## config.mk

```make
export PLATFORM = sky130hd
export DESIGN_NAME = nonuniform_ca_pixel_group_decrypt_unit_flat
export DESIGN_NICKNAME = d
export VERILOG_FILES = /design/src/sv/ncpgd_pkg.sv /design/src/sv/ncpgd_req_if.sv /design/src/sv/ncpgd_rsp_if.sv /design/src/sv/nonuniform_ca_pixel_group_decrypt_unit.sv /design/src/sv/ncpgd_queue.sv /design/src/sv/ncpgd_front.sv /design/src/sv/ncpgd_back.sv /design/src/flat_wrapper.sv
export SDC_FILE = /design/constraint.sdc
export NUM_CORES = 1
export LEC_CHECK = 0
export BUFFER_PORTS_ARGS = -buffer_cell sky130_fd_sc_hd__buf_2
export CORE_ASPECT_RATIO = 1.25
export CORE_MARGIN = 3
export CORE_UTILIZATION = 50
export CTS_BUF_LIST = sky130_fd_sc_hd__clkbuf_16
export CTS_CLUSTER_SIZE = 8
export DETAILED_ROUTE_END_ITERATION = 16
export GPL_TIMING_DRIVEN = 1
export PLACE_DENSITY = 0.72
export REMOVE_ABC_BUFFERS = 1
export SLEW_MARGIN = 20
export SYNTH_ARGS = -nofsm -noshare
export SYNTH_HDL_FRONTEND = slang
export SYNTH_SLANG_ARGS = --single-unit
```

## constraint.sdc

```tcl
create_clock -name clock -period 10.1 [get_ports clock]
set_input_delay 0.505 -clock clock [delete_from_list [all_inputs] [get_ports clock]]
set_output_delay 0.505 -clock clock [all_outputs]
set_load 0.05 [all_outputs]
```

## src/sv/ncpgd_pkg.sv

```systemverilog
// ----------------------------------------------------------------------------
// ncpgd_pkg : shared types, constants and functions
// widths, the classified queue entry, the back-end state type and the
// non-uniform ca cell update
// ----------------------------------------------------------------------------
package ncpgd_pkg;

   localparam int PIX_W   = 8;
   localparam int KEY_W   = 47;
   localparam int SEL_W   = 3;
   localparam int LANES   = 4;
   localparam int RANK_W  = 2;
   localparam int SPLIT_W = 3;
   localparam int CNT_W   = 4;

   localparam logic [PIX_W-1:0] RULE_LOW    = 8'd101;
   localparam logic [PIX_W-1:0] RULE_HIGH   = 8'd30;
   localparam logic [CNT_W-1:0] BASE_ROUNDS = 4'd8;

   // classified group, pixels held in rank order
   typedef struct packed {
      logic [LANES-1:0][PIX_W-1:0]    rpix;
      logic [LANES-2:0][SPLIT_W-1:0]  split;
      logic [LANES-1:0][RANK_W-1:0]   slot_rank;
      logic [SEL_W-1:0]               round_sel;
      logic [LANES-1:0][PIX_W-1:0]    mask;
   } entry_type;

   // queue handshake between front and back
   typedef struct packed {
      logic push;
      logic pop;
   } qctl_type;

   typedef struct packed {
      logic full;
      logic empty;
   } qsts_type;

   typedef enum logic [1:0] {
      ST_IDLE,
      ST_RUN,
      ST_DONE
   } state_type;

   // one wrapped 8-cell update, rule 101 below the split, rule 30 from it
   function automatic logic [PIX_W-1:0] ca_update(input logic [PIX_W-1:0]   v,
                                                  input logic [SPLIT_W-1:0] split);
      logic [PIX_W-1:0] r;
      logic [2:0]       idx;
      logic [2:0]       nb;
      r = '0;
      for (int i = 0; i < PIX_W; i++) begin
         idx   = 3'(i);
         nb    = {v[3'(idx - 3'd1)], v[idx], v[3'(idx + 3'd1)]};
         r[i]  = (idx < split) ? RULE_LOW[nb] : RULE_HIGH[nb];
      end
      return r;
   endfunction

endpackage

```

## src/sv/ncpgd_req_if.sv

```systemverilog
// ----------------------------------------------------------------------------
// ncpgd_req_if : request channel
// valid/ready channel carrying one cipher pixel group with its keys
// ----------------------------------------------------------------------------
interface ncpgd_req_if;
   logic                          valid;
   logic                          ready;
   logic [ncpgd_pkg::PIX_W-1:0]   pixel_a;
   logic [ncpgd_pkg::PIX_W-1:0]   pixel_b;
   logic [ncpgd_pkg::PIX_W-1:0]   pixel_c;
   logic [ncpgd_pkg::PIX_W-1:0]   pixel_d;
   logic [ncpgd_pkg::KEY_W-1:0]   key_a;
   logic [ncpgd_pkg::KEY_W-1:0]   key_b;
   logic [ncpgd_pkg::KEY_W-1:0]   key_c;
   logic [ncpgd_pkg::KEY_W-1:0]   key_d;
   logic [ncpgd_pkg::SEL_W-1:0]   round_sel;
   logic                          start_of_image;

   modport source (output valid, pixel_a, pixel_b, pixel_c, pixel_d,
                   key_a, key_b, key_c, key_d, round_sel, start_of_image,
                   input ready);
   modport sink   (input valid, pixel_a, pixel_b, pixel_c, pixel_d,
                   key_a, key_b, key_c, key_d, round_sel, start_of_image,
                   output ready);
endinterface

```

## src/sv/ncpgd_rsp_if.sv

```systemverilog
// ----------------------------------------------------------------------------
// ncpgd_rsp_if : response channel
// valid/ready channel carrying one decrypted pixel group
// ----------------------------------------------------------------------------
interface ncpgd_rsp_if;
   logic                          valid;
   logic                          ready;
   logic [ncpgd_pkg::PIX_W-1:0]   plain_a;
   logic [ncpgd_pkg::PIX_W-1:0]   plain_b;
   logic [ncpgd_pkg::PIX_W-1:0]   plain_c;
   logic [ncpgd_pkg::PIX_W-1:0]   plain_d;

   modport source (output valid, plain_a, plain_b, plain_c, plain_d, input ready);
   modport sink   (input valid, plain_a, plain_b, plain_c, plain_d, output ready);
endinterface

```

## src/sv/nonuniform_ca_pixel_group_decrypt_unit.sv

```systemverilog
// ----------------------------------------------------------------------------
// nonuniform_ca_pixel_group_decrypt_unit : four-pixel group decryptor
// keyed non-uniform cellular automaton decryption of one pixel group
// ----------------------------------------------------------------------------
// Each request carries four cipher pixels, one 47-bit key per pixel, a round
// selector and a start-of-image flag; each request gives one response with
// the four plain pixels in the same slot order. Pixels are ranked by key in
// ascending order, equal keys keeping slot order a, b, c, d. The round engine
// then runs 8 + round_sel rounds, one round per clock, and the result is
// XORed with the raw cipher pixels of the previous request (zero after reset
// or when start_of_image is set). A group is registered in the front
// stage, where ranking is done, then the round engine loads it, runs the
// rounds and writes the response register. The round engine sets the
// sustained rate; a two-entry queue lets the front take new requests while
// the engine runs, and the response register lets the engine finish while
// a response waits.
module nonuniform_ca_pixel_group_decrypt_unit (
   input  logic         clock,
   input  logic         reset,
   ncpgd_req_if.sink    req_chan,
   ncpgd_rsp_if.source  rsp_chan
);

   ncpgd_pkg::qctl_type  q_ctl;
   ncpgd_pkg::qsts_type  q_sts;
   ncpgd_pkg::entry_type q_wr_entry;
   ncpgd_pkg::entry_type q_rd_entry;
   logic                 front_push;
   logic                 back_pop;

   // intake: registers the request and ranks it
   ncpgd_front u_front (
      .clock    (clock),
      .reset    (reset),
      .req_chan (req_chan),
      .q_sts    (q_sts),
      .push     (front_push),
      .entry    (q_wr_entry)
   );

   assign q_ctl.push = front_push;
   assign q_ctl.pop  = back_pop;

   // decouples intake from the round engine
   ncpgd_queue u_queue (
      .clock    (clock),
      .reset    (reset),
      .ctl      (q_ctl),
      .wr_entry (q_wr_entry),
      .sts      (q_sts),
      .rd_entry (q_rd_entry)
   );

   // round engine and response register
   ncpgd_back u_back (
      .clock    (clock),
      .reset    (reset),
      .q_sts    (q_sts),
      .entry    (q_rd_entry),
      .pop      (back_pop),
      .rsp_chan (rsp_chan)
   );

endmodule

```

## src/sv/ncpgd_queue.sv

```systemverilog
// ----------------------------------------------------------------------------
// ncpgd_queue : two-entry queue
// holds classified groups between the front and back ends
// ----------------------------------------------------------------------------
module ncpgd_queue (
   input  logic                 clock,
   input  logic                 reset,
   input  ncpgd_pkg::qctl_type  ctl,
   input  ncpgd_pkg::entry_type wr_entry,
   output ncpgd_pkg::qsts_type  sts,
   output ncpgd_pkg::entry_type rd_entry
);

   ncpgd_pkg::entry_type entry_ff [2];
   logic       wr_ptr_ff, wr_ptr_in;
   logic       rd_ptr_ff, rd_ptr_in;
   logic [1:0] count_ff,  count_in;

   always_comb begin
      wr_ptr_in = wr_ptr_ff ^ ctl.push;
      rd_ptr_in = rd_ptr_ff ^ ctl.pop;
      count_in  = count_ff + 2'(ctl.push) - 2'(ctl.pop);
   end

   assign sts.full  = (count_ff == 2'd2);
   assign sts.empty = (count_ff == 2'd0);
   assign rd_entry  = entry_ff[rd_ptr_ff];

   always_ff @(posedge clock) begin
      if (reset) begin
         wr_ptr_ff <= 1'b0;
         rd_ptr_ff <= 1'b0;
         count_ff  <= 2'd0;
      end else begin
         wr_ptr_ff <= wr_ptr_in;
         rd_ptr_ff <= rd_ptr_in;
         count_ff  <= count_in;
      end
   end

   always_ff @(posedge clock) begin
      if (ctl.push) begin
         entry_ff[wr_ptr_ff] <= wr_entry;
      end
   end

endmodule

```

## src/sv/ncpgd_front.sv

```systemverilog
// ----------------------------------------------------------------------------
// ncpgd_front : request intake and key ranking
// registers a request, ranks the pixels by key and pushes the group
// ----------------------------------------------------------------------------
module ncpgd_front (
   input  logic                 clock,
   input  logic                 reset,
   ncpgd_req_if.sink            req_chan,
   input  ncpgd_pkg::qsts_type  q_sts,
   output logic                 push,
   output ncpgd_pkg::entry_type entry
);

   localparam int L = ncpgd_pkg::LANES;

   logic                                  hold_ff;
   logic [L-1:0][ncpgd_pkg::PIX_W-1:0]    pix_ff;
   logic [L-1:0][ncpgd_pkg::KEY_W-1:0]    key_ff;
   logic [ncpgd_pkg::SEL_W-1:0]           sel_ff;
   logic [L-1:0][ncpgd_pkg::PIX_W-1:0]    mask_ff;
   logic [L-1:0][ncpgd_pkg::PIX_W-1:0]    prev_ff, prev_in;
   logic [L-1:0][ncpgd_pkg::PIX_W-1:0]    raw;
   logic [L-1:0][ncpgd_pkg::KEY_W-1:0]    key_raw;
   logic [L-1:0][ncpgd_pkg::RANK_W-1:0]   rank;
   logic                                  accept;

   assign raw     = {req_chan.pixel_d, req_chan.pixel_c, req_chan.pixel_b, req_chan.pixel_a};
   assign key_raw = {req_chan.key_d, req_chan.key_c, req_chan.key_b, req_chan.key_a};

   assign push           = hold_ff && !q_sts.full;
   assign req_chan.ready = !hold_ff || push;
   assign accept         = req_chan.valid && req_chan.ready;

   // previous-pixel store, loaded with the raw pixels of every accepted request
   always_comb begin
      prev_in = prev_ff;
      if (accept) begin
         prev_in = raw;
      end
   end

   // stable ascending rank: smaller keys, plus equal keys in earlier slots
   always_comb begin
      for (int s = 0; s < L; s++) begin
         rank[s] = '0;
         for (int j = 0; j < L; j++) begin
            if (j != s) begin
               rank[s] = rank[s] + ncpgd_pkg::RANK_W'((key_ff[j] < key_ff[s]) ||
                                                      ((j < s) && (key_ff[j] == key_ff[s])));
            end
         end
      end
   end

   always_comb begin
      entry           = '0;
      entry.slot_rank = rank;
      entry.round_sel = sel_ff;
      entry.mask      = mask_ff;
      for (int k = 0; k < L; k++) begin
         for (int s = 0; s < L; s++) begin
            if (rank[s] == ncpgd_pkg::RANK_W'(k)) begin
               entry.rpix[k] = entry.rpix[k] | pix_ff[s];
            end
         end
      end
      // split for rank k-1 comes from the key at rank k
      for (int k = 1; k < L; k++) begin
         for (int s = 0; s < L; s++) begin
            if (rank[s] == ncpgd_pkg::RANK_W'(k)) begin
               entry.split[k-1] = entry.split[k-1] | key_ff[s][ncpgd_pkg::SPLIT_W-1:0];
            end
         end
      end
   end

   always_ff @(posedge clock) begin
      if (reset) begin
         hold_ff <= 1'b0;
         prev_ff <= '0;
      end else begin
         hold_ff <= accept || (hold_ff && !push);
         prev_ff <= prev_in;
      end
   end

   always_ff @(posedge clock) begin
      if (accept) begin
         pix_ff  <= raw;
         key_ff  <= key_raw;
         sel_ff  <= req_chan.round_sel;
         mask_ff <= req_chan.start_of_image ? '0 : prev_ff;
      end
   end

endmodule

```

## src/sv/ncpgd_back.sv

```systemverilog
// ----------------------------------------------------------------------------
// ncpgd_back : round engine and response register
// runs one ca round per cycle and returns the pixels to slot order
// ----------------------------------------------------------------------------
module ncpgd_back (
   input  logic                 clock,
   input  logic                 reset,
   input  ncpgd_pkg::qsts_type  q_sts,
   input  ncpgd_pkg::entry_type entry,
   output logic                 pop,
   ncpgd_rsp_if.source          rsp_chan
);

   localparam int L = ncpgd_pkg::LANES;

   ncpgd_pkg::state_type                   state_ff, state_in;
   logic [L-1:0][ncpgd_pkg::PIX_W-1:0]     rpix_ff, rpix_in;
   logic [L-2:0][ncpgd_pkg::SPLIT_W-1:0]   split_ff, split_in;
   logic [L-1:0][ncpgd_pkg::RANK_W-1:0]    rank_ff, rank_in;
   logic [L-1:0][ncpgd_pkg::PIX_W-1:0]     mask_ff, mask_in;
   logic [ncpgd_pkg::CNT_W-1:0]            count_ff, count_in;
   logic [L-1:0][ncpgd_pkg::PIX_W-1:0]     plain_ff, plain_in;
   logic                                   out_valid_ff, out_valid_in;
   logic [ncpgd_pkg::PIX_W-1:0]            mix;
   logic [L-1:0][ncpgd_pkg::PIX_W-1:0]     unranked;

   always_ff @(posedge clock) begin
      if (reset) begin
         state_ff     <= ncpgd_pkg::ST_IDLE;
         out_valid_ff <= 1'b0;
      end else begin
         state_ff     <= state_in;
         out_valid_ff <= out_valid_in;
      end
   end

   always_ff @(posedge clock) begin
      rpix_ff  <= rpix_in;
      split_ff <= split_in;
      rank_ff  <= rank_in;
      mask_ff  <= mask_in;
      count_ff <= count_in;
      plain_ff <= plain_in;
   end

   always_comb begin
      mix = ncpgd_pkg::ca_update(rpix_ff[0], split_ff[0]) ^
            ncpgd_pkg::ca_update(rpix_ff[1], split_ff[1]) ^
            ncpgd_pkg::ca_update(rpix_ff[2], split_ff[2]) ^ rpix_ff[3];
      for (int s = 0; s < L; s++) begin
         unranked[s] = '0;
         for (int k = 0; k < L; k++) begin
            if (rank_ff[s] == ncpgd_pkg::RANK_W'(k)) begin
               unranked[s] = unranked[s] | rpix_ff[k];
            end
         end
      end
   end

   always_comb begin
      state_in     = state_ff;
      rpix_in      = rpix_ff;
      split_in     = split_ff;
      rank_in      = rank_ff;
      mask_in      = mask_ff;
      count_in     = count_ff;
      plain_in     = plain_ff;
      out_valid_in = out_valid_ff && !rsp_chan.ready;
      pop          = 1'b0;
      unique case (state_ff)
         ncpgd_pkg::ST_IDLE: begin
            if (!q_sts.empty) begin
               pop      = 1'b1;
               rpix_in  = entry.rpix;
               split_in = entry.split;
               rank_in  = entry.slot_rank;
               mask_in  = entry.mask;
               count_in = ncpgd_pkg::BASE_ROUNDS + ncpgd_pkg::CNT_W'(entry.round_sel);
               state_in = ncpgd_pkg::ST_RUN;
            end
         end
         ncpgd_pkg::ST_RUN: begin
            rpix_in  = {rpix_ff[2], rpix_ff[1], rpix_ff[0], mix};
            count_in = count_ff - ncpgd_pkg::CNT_W'(1);
            if (count_ff == ncpgd_pkg::CNT_W'(1)) begin
               state_in = ncpgd_pkg::ST_DONE;
            end
         end
         ncpgd_pkg::ST_DONE: begin
            if (!out_valid_ff || rsp_chan.ready) begin
               for (int s = 0; s < L; s++) begin
                  plain_in[s] = unranked[s] ^ mask_ff[s];
               end
               out_valid_in = 1'b1;
               state_in     = ncpgd_pkg::ST_IDLE;
            end
         end
         default: begin
            state_in = ncpgd_pkg::ST_IDLE;
         end
      endcase
   end

   assign rsp_chan.valid   = out_valid_ff;
   assign rsp_chan.plain_a = plain_ff[0];
   assign rsp_chan.plain_b = plain_ff[1];
   assign rsp_chan.plain_c = plain_ff[2];
   assign rsp_chan.plain_d = plain_ff[3];

endmodule

```

## src/flat_wrapper.sv

```systemverilog
// flat-port wrapper written by rule: the top's interface ports become plain ports
module nonuniform_ca_pixel_group_decrypt_unit_flat 
  (clock, reset, req_chan_valid, req_chan_pixel_a, req_chan_pixel_b, req_chan_pixel_c, req_chan_pixel_d, req_chan_key_a, req_chan_key_b, req_chan_key_c, req_chan_key_d, req_chan_round_sel, req_chan_start_of_image, req_chan_ready, rsp_chan_valid, rsp_chan_plain_a, rsp_chan_plain_b, rsp_chan_plain_c, rsp_chan_plain_d, rsp_chan_ready);
  ncpgd_req_if req_chan_i ();
  ncpgd_rsp_if rsp_chan_i ();
  input  logic clock;
  input  logic reset;
  input wire logic [$bits(req_chan_i.valid)-1:0] req_chan_valid;
  input wire logic [$bits(req_chan_i.pixel_a)-1:0] req_chan_pixel_a;
  input wire logic [$bits(req_chan_i.pixel_b)-1:0] req_chan_pixel_b;
  input wire logic [$bits(req_chan_i.pixel_c)-1:0] req_chan_pixel_c;
  input wire logic [$bits(req_chan_i.pixel_d)-1:0] req_chan_pixel_d;
  input wire logic [$bits(req_chan_i.key_a)-1:0] req_chan_key_a;
  input wire logic [$bits(req_chan_i.key_b)-1:0] req_chan_key_b;
  input wire logic [$bits(req_chan_i.key_c)-1:0] req_chan_key_c;
  input wire logic [$bits(req_chan_i.key_d)-1:0] req_chan_key_d;
  input wire logic [$bits(req_chan_i.round_sel)-1:0] req_chan_round_sel;
  input wire logic [$bits(req_chan_i.start_of_image)-1:0] req_chan_start_of_image;
  output wire logic [$bits(req_chan_i.ready)-1:0] req_chan_ready;
  output wire logic [$bits(rsp_chan_i.valid)-1:0] rsp_chan_valid;
  output wire logic [$bits(rsp_chan_i.plain_a)-1:0] rsp_chan_plain_a;
  output wire logic [$bits(rsp_chan_i.plain_b)-1:0] rsp_chan_plain_b;
  output wire logic [$bits(rsp_chan_i.plain_c)-1:0] rsp_chan_plain_c;
  output wire logic [$bits(rsp_chan_i.plain_d)-1:0] rsp_chan_plain_d;
  input wire logic [$bits(rsp_chan_i.ready)-1:0] rsp_chan_ready;
  assign req_chan_i.valid = req_chan_valid;
  assign req_chan_i.pixel_a = req_chan_pixel_a;
  assign req_chan_i.pixel_b = req_chan_pixel_b;
  assign req_chan_i.pixel_c = req_chan_pixel_c;
  assign req_chan_i.pixel_d = req_chan_pixel_d;
  assign req_chan_i.key_a = req_chan_key_a;
  assign req_chan_i.key_b = req_chan_key_b;
  assign req_chan_i.key_c = req_chan_key_c;
  assign req_chan_i.key_d = req_chan_key_d;
  assign req_chan_i.round_sel = req_chan_round_sel;
  assign req_chan_i.start_of_image = req_chan_start_of_image;
  assign req_chan_ready = req_chan_i.ready;
  assign rsp_chan_valid = rsp_chan_i.valid;
  assign rsp_chan_plain_a = rsp_chan_i.plain_a;
  assign rsp_chan_plain_b = rsp_chan_i.plain_b;
  assign rsp_chan_plain_c = rsp_chan_i.plain_c;
  assign rsp_chan_plain_d = rsp_chan_i.plain_d;
  assign rsp_chan_i.ready = rsp_chan_ready;
  nonuniform_ca_pixel_group_decrypt_unit u_core (.clock(clock), .reset(reset), .req_chan(req_chan_i), .rsp_chan(rsp_chan_i));
endmodule
```

; After elaboration in Yosys (flattened, before gate mapping)
; Memories as Yosys holds them, arrays and structs flattened. A register that Yosys moved wholly into a read port is not among the register bits.
; Cells that the tools add are included.
[totals]
regBits = 412
mem_bits_rw = 168
romBits = 384
inputBits = 228
output_inout_bits = 34
elab_cells = 456
mem_count = 49
[memory_table]
columns = name, depth, width, read_ports, rd_clocked_by_memory_dff, wr, line_no
row1 = u_core.u_queue.entry_ff, 2, 84, 1, 1, 1, ncpgd_queue.sv:14  ; ncpgd_pkg::entry_type entry_ff [2];
row2 = (no name shown), 8, 1, 1, 1, 0, ncpgd_pkg.sv:56  ; r[i] = (idx < split) ? RULE_LOW[nb] : RULE_HIGH[nb];
row3 = (no name shown), 8, 1, 1, 1, 0, ncpgd_pkg.sv:56
row4 = (no name shown), 8, 1, 1, 1, 0, ncpgd_pkg.sv:56
row5 = (no name shown), 8, 1, 1, 1, 0, ncpgd_pkg.sv:56
row6 = (no name shown), 8, 1, 1, 1, 0, ncpgd_pkg.sv:56
row7 = +43 memories, -, -, -, -, -, -
[op_classes]
addsub = 12
order_cmp = 60
eq_ne = 37
mux = 179
n_bitwise = 43
n_reduce_logical = 33
[ops]
columns = op, count
row1 = 47-bit < comparator, 12
row2 = 47-bit == test, 6
row3 = 8-bit 2-to-1 mux, 32
row4 = 8-bit bitwise OR, 24
row5 = 3-bit 2-to-1 mux, 60
row6 = "3-bit by 4-bit < comparator with 1-bit output, second input constant", 24
row7 = 1-bit 2-to-1 mux, 79
row8 = 32-bit case mux with 2 select lines, 1
row9 = 8-bit bitwise XOR, 7
row10 = "2-bit == test, second input constant", 18
row11 = "3-bit < comparator, first input constant", 12
row12 = 32-bit 2-to-1 mux, 1
row13 = 3-bit bitwise OR, 9
row14 = 2-bit logical NOT, 10
row15 = "2-bit by 1-bit == test with 1-bit output, second input constant", 9
row16 = "1-bit by 3-bit < comparator with 1-bit output, first input constant", 6
row17 = "2-bit by 3-bit < comparator with 1-bit output, first input constant", 6
row18 = 2-bit by 1-bit adder with 2-bit output, 5
row19 = 1-bit logical OR, 9
row20 = 1-bit by 1-bit adder with 2-bit output, 4
row21 = 4-bit case mux with 2 select lines, 1
row22 = 2-bit 2-to-1 mux, 3
row23 = "2-bit inequality test, second input constant", 3
row24 = 2-bit case mux with 3 select lines, 1
row25 = other kinds (12), 22

; Logic depth before layout (Yosys ltp)
[depth]
ltp_word = 11
mapped_depth = 16
mapped_depth_nobuf = 15

; Hierarchy
; From an unflattened synthesis, not the netlist that was laid out.
[hier_totals]
hier_cells = 2355
hier_area_um2 = 31174.9
[by_module_without_submodules]
columns = module, instances, cells_per_inst, area_per_inst_um2, seq_area_each_um2
row1 = ncpgd_front, 1, 1467, 16935.0, 8318.0
row2 = ncpgd_back, 1, 608, 7970.1, 4474.3
row3 = ncpgd_queue, 1, 280, 6269.8, 5124.9

; Least setup slack after synthesis
; No wires, ideal clock.
[synth_timing]
kind = reg2reg
start = register u_core.u_queue.count_ff[0]
end = register u_core.u_front.mask_ff (netlist bit u_core.u_front.entry[0]), enable pin
setup_ps = 718
t_arrival_ps = 8255
t_required_ps = 9382
setup_slack_ps = 1127
stages_incl_launch_ff = 5
path_buffers = 1
synth_period_minus_slack_ps = 8973
path_cell_list = dfxtp_1 -> nand3b_1 -> nand2_1 -> inv_1 -> buf_1
[synth_via]
elab_chain_cells = 5
[synth_rtl]
columns = item, line_no
row1 = start: declaration, ncpgd_queue.sv:17  ; logic [1:0] count_ff, count_in;
row2 = start signal: assignment, ncpgd_queue.sv:37  ; count_ff <= count_in;
row3 = 2-bit == test, ncpgd_queue.sv:25  ; assign sts.full = (count_ff == 2'd2);
row4 = 1-bit logical NOT, ncpgd_front.sv:30  ; assign push = hold_ff && !q_sts.full;
row5 = 1-bit logical AND, ncpgd_front.sv:30
row6 = 1-bit logical OR, ncpgd_front.sv:31  ; assign req_chan.ready = !hold_ff || push;
row7 = named net req_chan_ready, flat_wrapper.sv:19  ; output wire logic [$bits(req_chan_i.ready)-1:0] req_chan_ready;
row8 = 1-bit logical AND, ncpgd_front.sv:32  ; assign accept = req_chan.valid && req_chan.ready;
row9 = named net u_core.u_front.accept, ncpgd_front.sv:25  ; logic accept;
row10 = end signal: assignment, ncpgd_front.sv:92  ; mask_ff <= req_chan.start_of_image ? '0 : prev_ff;
row11 = end: declaration, ncpgd_front.sv:20  ; logic [L-1:0][ncpgd_pkg::PIX_W-1:0] mask_ff;
; The timed path passes the listed nets, and every way through them passes these cells.
; A chain may end at the register's enable or synchronous reset.

==> results.sh <==
export IMPL_drt_antenna_violating_nets=0
export IMPL_synth_top_cell_area_share_pct=53.2
export IMPL_dp_cells=3224
export IMPL_max_cap_viol_count=0
export IMPL_timing_critical_path_arrival_ps=5360
export IMPL_layout_drive_gt1_share_pct=18.9
export IMPL_antenna_found_initial=11
export IMPL_num_nets_final=3110
export IMPL_dr_vias_cell=5.75
export IMPL_clk_pin_slew_worst_paths_ps=50
export IMPL_synth_area_leader_cell="sky130_fd_sc_hd__edfxtp_1"
export IMPL_htree_levels=3
export IMPL_detailroute_via_count=19500
export IMPL_synth_seq_area_share_pct=58.8
export IMPL_fp_coreArea_um2=59900
export IMPL_globalRoute_totalOverflow=0
export IMPL_globalplace_congestion=0.975
export IMPL_grt_setup_unrepaired="false"
export IMPL_fin_tns_setup_ps=0
export IMPL_setup_violations_final=0
export IMPL_timing_critical_path_buf_inv=0
export IMPL_drt_drc_violations_left=0
export IMPL_root_buffer="sky130_fd_sc_hd__clkbuf_16"
export IMPL_cts_path_max_buffers=3
export IMPL_tritoncts_num_buffers=88
export IMPL_worst_path_max_delay_cell="sky130_fd_sc_hd__nor2_1"
export IMPL_timing_critical_path_from_type="register"
export IMPL_ys_warn_count=0
export IMPL_total_leakage_power_nw=14.7
export IMPL_critPathTopFamily="compound AO/OA/AOI/OAI gates"
export IMPL_worst_setup_path_type="register to register"
export IMPL_ys_dominant_reg_cell="sky130_fd_sc_hd__edfxtp_1"
export IMPL_wire_length_of_the_first_global_routing_pass_um=117000
export IMPL_start_util_pct=50.9
export IMPL_post_cts_resize_count=0
export IMPL_timing_final_max_slew_violations=0
export IMPL_maximum_number_of_pins_on_one_net_before_global_route_repair=153
export IMPL_max_slew_worst_pin_slew_ps=1180
export IMPL_flow_area_growth_from_synthesis_pct=16.4
export IMPL_cts_sink_count=625
export IMPL_fp_row_count=100
export IMPL_critPathMostFrequentCell="sky130_fd_sc_hd__a21oi_1"
export IMPL_post_drt_wl_per_cell_um=23.0
export IMPL_fmaxAchievable_ghz=0.202
export IMPL_global_route_usage_total_pct=24.4
export IMPL_die_h_um=282
export IMPL_synth_seq_cells=625
export IMPL_post_synth_num_cell_types=62
export IMPL_crit_fanout=11
export IMPL_cp_end_kind="register"
export IMPL_floorplan_die_area_um2=64000
export IMPL_asyncSetResetFlopFracSynth_pct=0
export IMPL_path_cells="ha_1 -> a21oi_1 -> o21ai_0 -> a2111oi_0 -> nor3_1 -> o311ai_0 -> a21oi_1 -> fa_1 -> nor2_1 -> a22oi_1 -> o221ai_1"
export IMPL_mappedNetlistArea_um2=30500
export IMPL_placement_io_buffers=261
export IMPL_insertion_delay_ps=660
export IMPL_timing_critical_path_slowest_cell_delay_ps=900
export IMPL_fin_crit_sh_pct=49.0
export IMPL_num_io_pins=262
export IMPL_slew_headroom_pct=21.3
export IMPL_cts_tree="done"
export IMPL_synth_enable_flop_cells=540
export IMPL_final_setup_skew_ps=70.7
export IMPL_via_count_of_the_first_global_routing_pass=20400
export IMPL_timing_final_hold_violations=0
export IMPL_syn_avg_cell_area_um2=13.6
export IMPL_power_density_nw_per_um2=263
export IMPL_status="complete, no violations"
export IMPL_synthesis_instances=2249
export IMPL_die_x_um=227
export IMPL_timing_critical_path_required_ps=10510
export IMPL_first_iter_violations=1428
export IMPL_final_cell_count_no_fill=3393
export IMPL_timing_hold_worst_class="primary input to register"
export IMPL_drt_pass1_iterations=5
export IMPL_wire_length_reported_by_the_detailed_router_um=78000
export IMPL_final_min_clock_period_ps=4950
export IMPL_dp_hpwl_um=58400
export IMPL_max_vdd_ir_drop_mv=0.161
export IMPL_synth_top_cells_by_area="sky130_fd_sc_hd__edfxtp_1, sky130_fd_sc_hd__ha_1, sky130_fd_sc_hd__dfxtp_1"
sequential cells by signal (all words and copies together) (netlist names), 9 cells and up, named ones only:
name,count
u_core.u_back.rpix_ff,32
u_core.u_front.pix_ff,32
u_core.u_front.entry,32
u_core.u_back.mask_ff,32
u_core.u_front.key_ff,188
u_core.u_back.split_ff,9
u_core.u_front.prev_ff,32
u_core.u_queue.entry_ff,168
worst register-to-register path: stages, from the launching register on:
cell and delay [ps]:
sky130_fd_sc_hd__edfxtp_1 440, sky130_fd_sc_hd__ha_1 330, sky130_fd_sc_hd__a21oi_1 70, sky130_fd_sc_hd__o21ai_0 390, sky130_fd_sc_hd__a2111oi_0 140, sky130_fd_sc_hd__nor3_1 600
sky130_fd_sc_hd__o311ai_0 320, sky130_fd_sc_hd__a21oi_1 590, sky130_fd_sc_hd__fa_1 540, sky130_fd_sc_hd__nor2_1 900, sky130_fd_sc_hd__a22oi_1 250, sky130_fd_sc_hd__o221ai_1 160
cell families (layout without fill, tap and decap cells):
family | Yosys count | in the layout | share of synthesized area, %
other | 0 | 8 | 0
adders and majority gates | 313 | 313 | 12.9
xor gates and xnor gates | 87 | 87 | 2.50
muxes | 179 | 179 | 7.48
DFF | 625 | 625 | 58.8
buffers and inverters | 227 | 598 | 2.82
and+or+nand+nor | 417 | 417 | 6.81
AOI/OAI and AO/OA | 401 | 401 | 8.71
report_power, final:
| part | internal, mW | switching, mW |
|---|---|---|
| clock network | 1.57 | 1.12 |
| registers | 3.52 | 0.383 |
| logic | 1.21 | 1.52 |
placed cells by master (no fill, tap or decap), drive strengths merged, types with 12 or more instances in the layout:
cell	instances
nand2b	15
dfxtp	85
and2	12
clkbuf	88
nand3	25
o221ai	22
o21ai	76
xor2	69
a22oi	26
ha	311
edfxtp	540
a22o	19
mux4	32
a21o	56
nor3	18
dlygate4sd3	18
inv	210
buf	273
nand2	156
nor2	50
a21oi	131
a221o	21
mux2i	77
nand4	59
nor2b	54
mux2	70
xnor2	18
synth_stat cells (25+ instances only):
| cell type | count |
|---|---|
| sky130_fd_sc_hd__nor2_1 | 50 |
| sky130_fd_sc_hd__nand2_1 | 156 |
| sky130_fd_sc_hd__nand3_1 | 25 |
| sky130_fd_sc_hd__edfxtp_1 | 540 |
| sky130_fd_sc_hd__a21oi_1 | 131 |
| sky130_fd_sc_hd__nor2b_1 | 54 |
| sky130_fd_sc_hd__a21o_1 | 56 |
| sky130_fd_sc_hd__dfxtp_1 | 85 |
| sky130_fd_sc_hd__a22oi_1 | 26 |
| sky130_fd_sc_hd__o21ai_0 | 75 |
| sky130_fd_sc_hd__xor2_1 | 69 |
| sky130_fd_sc_hd__mux2i_1 | 77 |
| sky130_fd_sc_hd__inv_1 | 165 |
| sky130_fd_sc_hd__mux4_2 | 32 |
| sky130_fd_sc_hd__mux2_2 | 70 |
| sky130_fd_sc_hd__nand4_1 | 58 |
| sky130_fd_sc_hd__ha_1 | 311 |
| sky130_fd_sc_hd__clkbuf_1 | 49 |
area by class of cell:
type	instances	area (µm²)
sequential	625	17900
clock inverter	53	383
timing repair buffer	291	1620
tap	765	957
clock buffer	88	2200
fill	4602	24400
antenna	8	20.0
inverter	166	631
multi-input combinational	1397	11800
stage by stage:
step	util [%]	hold WS (ps)	total power, mW	instance area (µm²)	worst slack, ps
after floorplan	-	421	5.79	30200	2580
after global placement	54.5	423	6.52	32600	5090
after detailed placement	54.5	429	6.65	32600	5230
after CTS	59.1	0.748	9.37	35400	5070
after global routing	59.2	12.1	9.79	35500	4960
final	59.2	37.3	9.32	35500	5150
metal layers:
layer | share of wire, % | vias up | track usage [%]
li1 | - | 9156 | -
met5 | 0.056 | - | 0
met1 | 38 | 9495 | 28.3
met3 | 5.7 | 197 | 4.27
met2 | 52 | 671 | 43.4
met4 | 4.9 | 6 | 12.3
path summary, 6_finish.rpt:
kind,startpoint,to,slack [ps],cells after the start
max,u_core.u_front.key_ff[71],u_core.u_queue.entry_ff[1][49],5150,11
min,req_chan_key_d[9],u_core.u_front.key_ff[150],40,1
max reg2reg,u_core.u_front.key_ff[71],u_core.u_queue.entry_ff[1][49],5150,11
min reg2reg,u_core.u_front.entry[19],u_core.u_queue.entry_ff[0][19],450,0
repair_timing:
| item | CTS | global route |
|---|---|---|
| hold endpoints to repair | 18 | 0 |
| hold buffers | 18 | 0 |
| setup buffers | 0 | 0 |
Note: power is estimated with default switching activity, not from simulation.
